[config.mk]
export PLATFORM = sky130hd
export DESIGN_NAME = lod_bias_governor
export DESIGN_NICKNAME = d
export VERILOG_FILES = /design/src/rtl/lbg_pkg.sv /design/src/rtl/lod_bias_governor.sv
export VERILOG_INCLUDE_DIRS = /design/src /design/src/rtl
export SDC_FILE = /design/constraint.sdc
export NUM_CORES = 2
export LEC_CHECK = 0
export BUFFER_PORTS_ARGS = -buffer_cell sky130_fd_sc_hd__buf_2
export CAP_MARGIN = 10
export CORE_UTILIZATION = 23
export CTS_CLUSTER_SIZE = 16
export DETAILED_ROUTE_END_ITERATION = 10
export GPL_TIMING_DRIVEN = 0
export PLACE_DENSITY_LB_ADDON = 0.08
export SETUP_SLACK_MARGIN = 0.4
export SLEW_MARGIN = 30
export SYNTH_ARGS = -nofsm -noshare
export SYNTH_HDL_FRONTEND = slang
export SYNTH_SLANG_ARGS = --single-unit
[constraint.sdc]
create_clock -name clk -period 30.6 [get_ports clk]
set_input_delay 3.06 -clock clk [delete_from_list [all_inputs] [get_ports clk]]
set_output_delay 3.06 -clock clk [all_outputs]
set_load 0.005 [all_outputs]
[src/rtl/lod_bias_governor_defines.svh]
// ---------------------------------------------------------------------------
// lod_bias_governor_defines: shared assertion macros
// Checks on clk, quiet while rst is high.
// ---------------------------------------------------------------------------
`ifndef LOD_BIAS_GOVERNOR_DEFINES_SVH
`define LOD_BIAS_GOVERNOR_DEFINES_SVH

// condition must hold in the same cycle as the trigger
`define LBG_ASSERT_SAME(label, trig, cond, msg) \
  label: assert property (@(posedge clk) disable iff (rst) (trig) |-> (cond)) \
    else $error(msg);

// condition must hold in the cycle after the trigger
`define LBG_ASSERT_NEXT(label, trig, cond, msg) \
  label: assert property (@(posedge clk) disable iff (rst) (trig) |=> (cond)) \
    else $error(msg);

`endif

[src/rtl/lbg_pkg.sv]
// ---------------------------------------------------------------------------
// lbg_pkg: types and constants of the lod bias governor
// Register map codes, nudge codes and field widths.
// ---------------------------------------------------------------------------
package lbg_pkg;

  localparam int CFG_IDX_W  = 3;
  localparam int CFG_DATA_W = 16;
  localparam int IN_DATA_W  = 40;
  localparam int OUT_DATA_W = 16;
  localparam int BIAS_W     = 15;

  // register map
  typedef enum logic [CFG_IDX_W-1:0] {
    REG_TARGET_FREE_MB  = 3'd0,
    REG_BAND_MB         = 3'd1,
    REG_MEM_GAIN        = 3'd2,
    REG_STEP_LIMIT      = 3'd3,
    REG_TARGET_DENSITY  = 3'd4,
    REG_DENSITY_BAND    = 3'd5,
    REG_DENSITY_GAIN    = 3'd6,
    REG_GOVERNOR_ENABLE = 3'd7
  } cfg_reg_t;

  // manual nudge codes (two's complement 2 bit)
  localparam logic [1:0] NUDGE_UP   = 2'b01;
  localparam logic [1:0] NUDGE_DOWN = 2'b11;

  // 0.01 in Q3.12
  localparam logic signed [BIAS_W-1:0] NUDGE_LSB = 15'sd41;

  // largest per-update change: nudge + step limit + half step limit
  localparam int DELTA_MAX = 41 + 4095 + 2047;

endpackage

[src/rtl/lod_bias_governor.sv]
// ---------------------------------------------------------------------------
// lod_bias_governor: texture lod bias governor
// Per-frame proportional control of a Q3.12 lod bias from free video memory
// and texel density, with manual nudge and output saturation.
// ---------------------------------------------------------------------------
//
//  channel   direction  handshake                      payload
//  s_axis    in         s_axis_tvalid / s_axis_tready  free_mb, avg_density, nudge; tuser vram_valid
//  m_axis    out        m_axis_tvalid / m_axis_tready  lod_bias
//  cfg       in         cfg_valid / cfg_ready          cfg_index, cfg_data
//
//  one request per cycle sustained while m_axis_tready keeps up; m_axis_tvalid
//  rises once a request has passed the input, multiply and step registers
//  and then loaded the bias register
//  the multiply stage sets the clock; the bias feedback loop is one add + clamp
//  rst clears all valid flags, the bias (to zero) and loads register defaults
//  each stage loads when empty or when the stage after it moves, so input
//  requests keep flowing into bubbles while a result waits on m_axis_tready
//  cfg_ready is always high; registers are meant to change while idle
//
`include "lod_bias_governor_defines.svh"

module lod_bias_governor #(
  parameter int BIAS_MIN = -1024,
  parameter int BIAS_MAX = 12288
) (
  input  logic                           clk,
  input  logic                           rst,
  // input stream
  input  logic                           s_axis_tvalid,
  output logic                           s_axis_tready,
  // [15:0] free_mb, [31:16] avg_density, [33:32] manual_nudge, [39:34] zero
  input  logic [lbg_pkg::IN_DATA_W-1:0]  s_axis_tdata,
  // [0] vram_valid
  input  logic                           s_axis_tuser,
  // result stream
  output logic                           m_axis_tvalid,
  input  logic                           m_axis_tready,
  // [14:0] lod_bias, [15] zero
  output logic [lbg_pkg::OUT_DATA_W-1:0] m_axis_tdata,
  // register writes
  input  logic                           cfg_valid,
  output logic                           cfg_ready,
  input  logic [lbg_pkg::CFG_IDX_W-1:0]  cfg_index,
  input  logic [lbg_pkg::CFG_DATA_W-1:0] cfg_data
);

  import lbg_pkg::*;

  localparam logic signed [15:0] SAT_MIN = 16'(BIAS_MIN);
  localparam logic signed [15:0] SAT_MAX = 16'(BIAS_MAX);

  // ------------------------------------------------------------------
  // configuration registers
  // ------------------------------------------------------------------
  logic [15:0] target_free_mb;
  logic [11:0] band_mb;
  logic [15:0] mem_gain;
  logic [11:0] step_limit;
  logic [15:0] target_density;
  logic [15:0] density_band;
  logic [15:0] density_gain;
  logic        governor_enable;

  assign cfg_ready = 1'b1;

  always_ff @(posedge clk) begin
    if (rst) begin
      target_free_mb  <= 16'd1024;
      band_mb         <= 12'd128;
      mem_gain        <= 16'd3670;
      step_limit      <= 12'd164;
      target_density  <= 16'd22938;
      density_band    <= 16'd1966;
      density_gain    <= 16'd61;
      governor_enable <= 1'b1;
    end else if (cfg_valid && cfg_ready) begin
      case (cfg_reg_t'(cfg_index))
        REG_TARGET_FREE_MB:  target_free_mb  <= cfg_data;
        REG_BAND_MB:         band_mb         <= cfg_data[11:0];
        REG_MEM_GAIN:        mem_gain        <= cfg_data;
        REG_STEP_LIMIT:      step_limit      <= cfg_data[11:0];
        REG_TARGET_DENSITY:  target_density  <= cfg_data;
        REG_DENSITY_BAND:    density_band    <= cfg_data;
        REG_DENSITY_GAIN:    density_gain    <= cfg_data;
        REG_GOVERNOR_ENABLE: governor_enable <= cfg_data[0];
        default: ;
      endcase
    end
  end

  // ------------------------------------------------------------------
  // pipeline flow control: a stage loads when empty or draining
  // ------------------------------------------------------------------
  logic v1, v2, v3;
  logic rdy1, rdy2, rdy3, rdy4;
  logic load4;

  assign rdy4  = !m_axis_tvalid || m_axis_tready;
  assign rdy3  = !v3 || rdy4;
  assign rdy2  = !v2 || rdy3;
  assign rdy1  = !v1 || rdy2;
  assign load4 = v3 && rdy4;

  assign s_axis_tready = rdy1;

  always_ff @(posedge clk) begin
    if (rst) begin
      v1            <= 1'b0;
      v2            <= 1'b0;
      v3            <= 1'b0;
      m_axis_tvalid <= 1'b0;
    end else begin
      if (rdy1) v1 <= s_axis_tvalid;
      if (rdy2) v2 <= v1;
      if (rdy3) v3 <= v2;
      if (rdy4) m_axis_tvalid <= v3;
    end
  end

  // ------------------------------------------------------------------
  // stage 1: input register
  // ------------------------------------------------------------------
  logic [15:0] in_free_mb;
  logic        in_vram_valid;
  logic [15:0] in_avg_density;
  logic [1:0]  in_nudge;

  always_ff @(posedge clk) begin
    if (rdy1 && s_axis_tvalid) begin
      in_free_mb     <= s_axis_tdata[15:0];
      in_avg_density <= s_axis_tdata[31:16];
      in_nudge       <= s_axis_tdata[33:32];
      in_vram_valid  <= s_axis_tuser;
    end
  end

  // ------------------------------------------------------------------
  // stage 2: band tests and the two gain products
  // ------------------------------------------------------------------
  logic signed [17:0] band_low, band_high, free_s;
  logic               mem_below, mem_above;
  logic signed [17:0] mem_err_s;
  logic [16:0]        mem_err;
  logic [32:0]        mem_prod_next;
  logic signed [17:0] dens_err;
  logic [16:0]        dens_mag;
  logic signed [16:0] dens_gain_s;
  logic signed [33:0] dens_prod_next;

  always_comb begin
    free_s    = signed'({2'b00, in_free_mb});
    band_low  = signed'({2'b00, target_free_mb}) - signed'({6'd0, band_mb});
    band_high = signed'({2'b00, target_free_mb}) + signed'({6'd0, band_mb});
    mem_below = free_s < band_low;
    mem_above = free_s > band_high;
    mem_err_s = mem_below ? (band_low - free_s) : (free_s - band_high);
    mem_err   = mem_err_s[16:0];
    mem_prod_next = {17'd0, mem_gain} * {16'd0, mem_err};

    dens_err    = signed'({2'b00, in_avg_density}) - signed'({2'b00, target_density});
    dens_mag    = dens_err[17] ? 17'(-dens_err) : dens_err[16:0];
    dens_gain_s = signed'({1'b0, density_gain});
    dens_prod_next = dens_gain_s * dens_err;
  end

  logic               p_mem_up, p_mem_down, p_dens_on;
  logic [32:0]        p_mem_prod;
  logic signed [33:0] p_dens_prod;
  logic [1:0]         p_nudge;

  always_ff @(posedge clk) begin
    if (rdy2 && v1) begin
      p_mem_up    <= governor_enable && in_vram_valid && mem_below;
      p_mem_down  <= governor_enable && in_vram_valid && mem_above;
      p_dens_on   <= governor_enable && (dens_mag > {1'b0, density_band});
      p_mem_prod  <= mem_prod_next;
      p_dens_prod <= dens_prod_next;
      p_nudge     <= in_nudge;
    end
  end

  // ------------------------------------------------------------------
  // stage 3: scale, clamp and sum the per-frame change
  // ------------------------------------------------------------------
  logic [24:0]        mem_step_full;
  logic [11:0]        mem_step;
  logic signed [17:0] dens_step_full;
  logic signed [17:0] half_lim;
  logic signed [17:0] dens_step;
  logic signed [BIAS_W-1:0] nudge_delta, mem_delta, dens_delta;
  logic signed [BIAS_W-1:0] delta_next;

  always_comb begin
    mem_step_full = p_mem_prod[32:8];
    mem_step = (mem_step_full > {13'd0, step_limit}) ? step_limit : mem_step_full[11:0];

    // arithmetic shift gives floor division by 65536
    dens_step_full = p_dens_prod[33:16];
    half_lim = signed'({7'd0, step_limit[11:1]});
    if (dens_step_full > half_lim)
      dens_step = half_lim;
    else if (dens_step_full < -half_lim)
      dens_step = -half_lim;
    else
      dens_step = dens_step_full;

    case (p_nudge)
      NUDGE_UP:   nudge_delta = NUDGE_LSB;
      NUDGE_DOWN: nudge_delta = -NUDGE_LSB;
      default:    nudge_delta = '0;
    endcase

    if (p_mem_up)
      mem_delta = signed'({3'd0, mem_step});
    else if (p_mem_down)
      mem_delta = -signed'({3'd0, mem_step});
    else
      mem_delta = '0;

    dens_delta = p_dens_on ? dens_step[BIAS_W-1:0] : '0;
    delta_next = nudge_delta + mem_delta + dens_delta;
  end

  logic signed [BIAS_W-1:0] delta;

  always_ff @(posedge clk) begin
    if (rdy3 && v2) begin
      delta <= delta_next;
    end
  end

  // ------------------------------------------------------------------
  // stage 4: bias state, also the result register
  // ------------------------------------------------------------------
  logic signed [BIAS_W-1:0] bias;
  logic signed [15:0]       bias_sum;
  logic signed [BIAS_W-1:0] bias_next;

  always_comb begin
    bias_sum = signed'({bias[BIAS_W-1], bias}) + signed'({delta[BIAS_W-1], delta});
    if (bias_sum < SAT_MIN)
      bias_next = SAT_MIN[BIAS_W-1:0];
    else if (bias_sum > SAT_MAX)
      bias_next = SAT_MAX[BIAS_W-1:0];
    else
      bias_next = bias_sum[BIAS_W-1:0];
  end

  always_ff @(posedge clk) begin
    if (rst) begin
      bias <= '0;
    end else if (load4) begin
      bias <= bias_next;
    end
  end

  assign m_axis_tdata = {1'b0, bias};

  // ------------------------------------------------------------------
  // checks
  // ------------------------------------------------------------------
  `LBG_ASSERT_SAME(a_bias_range, 1'b1, (bias >= SAT_MIN) && (bias <= SAT_MAX), "bias out of range")
  `LBG_ASSERT_NEXT(a_bias_hold, !rst && !load4, $stable(bias), "bias changed without a result load")
  `LBG_ASSERT_SAME(a_delta_bound, v3, (delta <= 15'(DELTA_MAX)) && (delta >= -15'(DELTA_MAX)), "per-frame change out of bound")
  `LBG_ASSERT_SAME(a_full_stall, m_axis_tvalid && !m_axis_tready && v1 && v2 && v3, !s_axis_tready, "input taken into a full stalled pipeline")

endmodule
==> results.toml <==
[worst_setup_path]
critical_path_arrival_ns = 12.68
cp_top_family = "compound AO/OA/AOI/OAI gates"
required_ns = 30.94
worst-setup-path-type = "register to register"
r2r_setup_slack_ns = 18.26
start_kind = "register"
critPathBufInv = 6
cpPeakStageDelay_ns = 0.65
slowest_stage = "clkbuf_1"
setup.worst_path.end_class = "register"
crit_path_max_fanout = 10
cpMostUsedCell = "fa_1"

[synthesis]
synth-seq-cells = 222
syn-num-nets = 4690
synth_area_per_cell_um2 = 8.72
seq_area_frac_synth_pct = 16.4
synthArstFlopShare_pct = 0
synth_top_area_cell = "fa_1"
synth_mux_area_share_pct = 0.928
synth_compound_area_share_pct = 12.4
synth-simple-area-share_pct = 16.7
synth_area_leaders = "fa_1 (26%), ha_1 (15%), edfxtp_1 (8.9%)"
synthAdderAreaFrac_pct = 40.8
synthCells = 3804
synth_top_family_by_area = "adder cells"
synth_top_area_share_pct = 26.3
synthDistinctLibCells = 89
ys_warn_count = 0
synth_edf_count = 98
synthXorXnorAreaFrac_pct = 3.79
netlist_area_um2 = 33200
ys.flop_type = "dfxtp_1"

[status]
status = "finished, final reports clean"

[floorplanning]
fp.dieW_um = 382
rows = 138
dieArea_um2 = 146000
die_h_um = 382
io_pins = 84
core_um2 = 142000
initial_core_util_pct = 23.3

[clocking]
clock-sinks = 222
worstSkewPairLatency_ns = 0.63
cts_inserted_buffers = 35
htreeDepth = 2
cts_resized = 0
tritoncts = "built"
clockRootBuffer = "clkbuf_16"
clk_pin_slew_ns = 0.06
holdBufCountCts = 0
clk_path_buf_depth = 3
post-cts-setup-buffers = 0

[finish]
final_common_cell = "inv_1"
nNetsFinal = 4808
nFillCells = 15700
areaGrowthSynthToFinish_pct = 12.7
drive_gt1_share_pct = 5.12
final_cell_mix = "inv_1 (621), nand2_1 (548), fa_1 (436), ha_1 (385), a21oi_1 (206)"

[detailed_routing]
num_vias = 25900
routedWlPerCell_um = 20.4
dr.pass1.iters = 5
detail_route.iter0.violations = 1248
routed_wl_um = 119000
drc = 0
via_per_inst = 4.43
ant_nets = 0

[timing]
tightestPinTransition_ns = 0.968
max_freq_mhz = 81.0
finalCritPeriodShare_pct = 40.3
relSlewSlack_pct = 35.2
setup_viol = 0
grt_setup_unrepaired = "false"
tns_ns = 0
skew_ns = 0.0656
drv_slew = 0
finalCriticalPeriod_ns = 12.34
hold_violations = 0

[hold_path]
worst_hold_path_type = "register to register"

[global_routing]
grt_pass1_vias = 27300
grt_usage_pct = 16.5
antenna_found_initial = 12
overflow = 0
grt_max_degree = 23
grt_pass1_wl_um = 180000

[placement]
portBuffers = 71
globalplace.congestion = 0.827
dp_hpwl_um = 99000

[run]
drv_cap = 0
==> cell usage after synthesis, types with 19 or more instances <==
library cell,n
nor2b_1,49
and3_1,19
inv_1,621
dfxtp_1,124
xnor2_1,99
ha_1,385
clkbuf_1,132
fa_1,436
a31oi_1,33
o21ai_0,94
nand2b_1,33
o21a_1,34
nor3_1,39
buf_1,28
a21oi_1,208
a211oi_1,23
and2_1,196
nand4_1,26
o211ai_1,44
xor2_1,42
nand3_1,42
edfxtp_1,98
nor2_1,159
a21o_1,56
o21bai_1,19
nand2_1,548
==> sequential cells by signal, summed over array words and instances (netlist names), 12 cells and up <==
name,cells
p_dens_prod,18
step_limit,12
target_free_mb,16
p_mem_prod,25
target_density,16
density_band,16
band_mb,12
density_gain,16
in_free_mb,16
bias,15
delta,15
mem_gain,16
in_avg_density,16
==> per-layer routing <==
metal	global-route usage [%]	share of wire, %	up-vias
met1	24.0	50	12800
met4	3.59	2.1	4
met5	0	0.013	-
met2	25.8	44	424
met3	2.17	3.6	102
li1	-	-	12600
==> layout make-up <==
class | count | area [um2] | area share [%]
clock buffer | 43 | 956 | 2.56
sequential | 222 | 5430 | 14.5
buffer | 167 | 644 | 1.72
antenna | 2 | 5.00 | 0.0134
tap | 1890 | 2360 | 6.32
multi-input combinational | 2793 | 24900 | 66.6
timing repair buffer | 81 | 522 | 1.40
inverter | 622 | 2330 | 6.24
clock inverter | 21 | 238 | 0.636
==> through the flow <==
step                std cells  hold slack (ns)  area (um2)  utilization (%)  setup WS [ns]
floorplan                3804            0.400       33200                -          20.67
global placement         5765            0.445       35900             25.2          17.97
detailed placement       5775            0.448       36200             25.4          18.02
CTS                      5839            0.456       37400             26.3          17.97
global route             5839            0.467       37400             26.3          17.21
finish                   5841            0.456       37400             26.3          18.26
==> worst reg2reg max path, delay by kind of cell (launching register included) <==
kind                       cells  cell delay (ns)
AOI/OAI and AO/OA             19             4.85
buffers and inverters          6             1.42
xor gates and xnor gates       2             0.22
and+or+nand+nor                7             1.12
adders and majority gates      9             4.04
DFF                            1             0.43
==> path summary, 6_finish.rpt <==
kind / from / to / depth (start not counted)
hold / removal: target_density[10] / target_density[10] / 2
setup / recovery: band_mb[1] / p_mem_prod[32] / 43
hold reg to reg: target_density[10] / target_density[10] / 2
setup reg to reg: band_mb[1] / p_mem_prod[32] / 43
==> kinds of logic after synthesis <==
family          count (synthesis)
fa+ha+maj                     821
buf+inv                       789
xor+xnor                      142
compound gates                628
flops                         222
simple gates                 1171
other cells                     2
mux                            29
Power is left out: the tool's default activity adds up to more than one toggle a clock period on the data nets, which glitch-free logic cannot reach.
